## config.mk

```make
export PLATFORM = sky130hd
export DESIGN_NAME = ehash_ram
export DESIGN_NICKNAME = d
export VERILOG_FILES = /design/src/hw/rtl/ehash_ram.sv
export SDC_FILE = /design/constraint.sdc
export NUM_CORES = 2
export LEC_CHECK = 0
export ABC_AREA = 1
export BUFFER_PORTS_ARGS = -buffer_cell sky130_fd_sc_hd__buf_2
export CAP_MARGIN = 20
export CORE_ASPECT_RATIO = 1.4
export CORE_MARGIN = 2
export CORE_UTILIZATION = 60
export CTS_CLUSTER_SIZE = 24
export DETAILED_ROUTE_END_ITERATION = 16
export PLACE_DENSITY_LB_ADDON = 0.05
export SYNTH_ARGS = -nofsm -noshare
export SYNTH_HDL_FRONTEND = slang
export SYNTH_SLANG_ARGS = --single-unit
```

## constraint.sdc

```tcl
create_clock -name clk_i -period 3.25 [get_ports clk_i]
set_input_delay 0.325 -clock clk_i [delete_from_list [all_inputs] [get_ports clk_i]]
set_output_delay 0.325 -clock clk_i [all_outputs]
set_load 0.03 [all_outputs]
```

## src/hw/rtl/ehash_ram.sv

```systemverilog
// ----------------------------------------------------------------------------
// ehash_ram
// Simple dual-port synchronous memory: one write port and one read port with a
// registered read.
// ----------------------------------------------------------------------------
module ehash_ram #(
  parameter int unsigned W     = 8,
  parameter int unsigned DEPTH = 256
) (
  input  logic                     clk_i,
  input  logic                     we_i,
  input  logic [$clog2(DEPTH)-1:0] waddr_i,
  input  logic [W-1:0]             wdata_i,
  input  logic [$clog2(DEPTH)-1:0] raddr_i,
  output logic [W-1:0]             rdata_o
);

  logic [W-1:0] mem [DEPTH];

  // write port
  always_ff @(posedge clk_i) begin
    if (we_i) begin
      mem[waddr_i] <= wdata_i;
    end
  end

  // registered read port
  always_ff @(posedge clk_i) begin
    rdata_o <= mem[raddr_i];
  end

endmodule

```

==> impl_metrics.json <==
{
  "row_count": 161,
  "dpl_cell_area_um2": 86800,
  "syn-num-nets": 7029,
  "synth_area_leaders": "edfxtp_1, nand3_1, nand2_1",
  "clk_latency_ns": 0.84,
  "die-area_um2": 142000,
  "final_cell_mix": "nand2_1, edfxtp_1, nand3_1",
  "finalHoldViolations": 0,
  "avgViaCountPerCell": 6.13,
  "synth_top_family_by_area": "simple AND/OR/NAND/NOR gates",
  "required_ns": 4.02,
  "synth-simple-area-share_pct": 22.9,
  "period_share_pct": 65.1,
  "first_iter_violations": 6735,
  "synth_cell_types": 14,
  "syn_area_um2": 83400,
  "routabilityCongestion": 0.910,
  "cpMaxStageDelayCell": "buf_4",
  "design_area_um2": 93100,
  "nNetsFinal": 7100,
  "crit_arrival_ns": 2.88,
  "critPathCaptureType": "register",
  "critPathTopFamily": "simple AND/OR/NAND/NOR gates",
  "grt_pass1_wl_mm": 340,
  "clock.fmax_ghz": 0.473,
  "synth_top_area_share_pct": 73.7,
  "ant_nets": 0,
  "hold_path_class": "input port to register",
  "grt_max_degree": 117,
  "rrSetupSlack_ns": 1.21,
  "critPathLaunchType": "input port",
  "post_cts_buffers": 0,
  "worst_slack_ns": 1.13,
  "yosysSeqAreaShare_pct": 73.9,
  "synthMuxAreaShare_pct": 0,
  "place_ws_ns": 0.408,
  "fin_skew_ns": 0.0187,
  "synth-seq-cells": 2056,
  "overflow": 0,
  "synth_compound_area_share_pct": 0,
  "port_buffers": 33,
  "h-tree-depth": 4,
  "worst_pin_slew_ns": 0.914,
  "cts_num_sinks": 2056,
  "cts_root_buffer": "clkbuf_16",
  "antenna_found_initial": 9,
  "cp_max_fo": 71,
  "fin_tns_setup_ns": 0,
  "critical_path_buf_inv_count": 4,
  "clockBufferDepth": 3,
  "yosysWarningCount": 0,
  "vias": 55300,
  "area_delta_synth_final_pct": 11.6,
  "power_density_nw_per_um2": 592,
  "track_usage_pct": 32.5,
  "cp_common_cell": "nand3_1",
  "status": "complete, no violations",
  "syn-mean-instance-area_um2": 11.9,
  "total_power_mw": 55.1,
  "dp.cells": 8671,
  "grt_pass1_vias": 53100,
  "cts_resized": 0,
  "die_height_um": 445,
  "synth_area_leader_cell": "edfxtp_1",
  "layout-drive-gt1-share_pct": 8.84,
  "dp_hpwl_mm": 135,
  "slew_headroom_pct": 38.9,
  "route.detailed.drc": 0,
  "totalWireLength_mm": 230,
  "worstSetupPathType": "input port to register",
  "drtPass1Iterations": 6,
  "slowest_delay_ns": 0.43,
  "setup_violations": 0,
  "rsz0062_at_grt": "no",
  "synth_cells": 7003,
  "start_util_pct": 60.5,
  "wl_per_cell_um": 25.4,
  "stdcell_count": 9027,
  "peakVddDrop_uv": 637,
  "path_clk_slew_ns": 0.06,
  "cts_tree": "yes",
  "total_leakage_power_nw": 32.8,
  "drv_cap": 0,
  "synth_fa_ha_area_share_pct": 0,
  "synthXorXnorAreaFrac_pct": 0,
  "cts_inserted_buffers": 186,
  "design.core.area_um2": 138000,
  "fill_cells": 9994,
  "fin_crit_ns": 2.12,
  "final_common_cell": "nand2_1",
  "num_io_pins": 34,
  "die_x_um": 319,
  "slew_viol_final": 0,
  "critical_path.cell_chain": "buf_8, inv_16, buf_4, buf_4, nand2_1, nand3_1, nand3_1, nand3_1, nand3_1, nand3_1, nand3_1, nand2_1, nand2_1, nand2_1"
}
## final cells by class
class                      instances  area (um^2)  share of cell area, %
antenna                            3         7.51                0.00806
clock buffer                     233         5060                   5.44
clock inverter                   112         1120                   1.21
inverter                          39          180                  0.194
multi-input combinational       4425        19100                   20.6
sequential                      2056        61700                   66.2
tap                             1793         2240                   2.41
timing repair buffer             366         3690                   3.96
## layer usage
metal  up-vias  GRT usage [%]  part of all wire (%)
li1      25000              -                     -
met1     27000           43.2                    38
met2      2784           52.5                    48
met3       538           5.55                   8.7
met4         6           15.8                   5.4
met5         -              0                 0.019
## power by group
group          switching, mW  internal (mW)  total [mW]
Combinational           2.62          0.888        3.51
Sequential            0.0317           29.2        29.2
Clock                   9.56           12.8        22.3
## cell usage after synthesis (all sizes together)
library cell,number
edfxtp,2048
clkbuf,112
inv,39
nand2,2123
dfxtp,8
nor2,283
nand3,2019
buf,371
## kinds of logic after synthesis
| logic type | count (synthesis) |
|---|---|
| flip-flops | 2056 |
| buffers and inverters | 522 |
| AND/OR/NAND/NOR | 4425 |
## final timing paths
kind / endpoint / from / cells after the start
setup / recovery: rdata_o[2] / raddr_i[0] / 14
hold reg to reg: rdata_o[1] / mem[62][1] / 10
hold / removal: mem[66][6] / wdata_i[6] / 1
setup reg to reg: rdata_o[6] / mem[147][6] / 10
## stage by stage
step	hold slack, ns	utilization (%)
final	0.0366	67.6
after global routing	0.0459	67.6
after CTS	0.0175	67.6
after detailed placement	0.756	63.0
after global placement	0.751	63.0
after floorplan	0.424	-
## registers in the layout, summed over array words and instances (netlist names)
name / cells
mem: 2048
rdata_o: 8
## timing repair
item | 4_1_cts | 5_1_grt
setup endpoints to repair | 0 | 0
endpoints found under the hold margin | 212 | 0
hold buffers | 8 | 0
No activity file was read; power rests on OpenSTA's default activity.
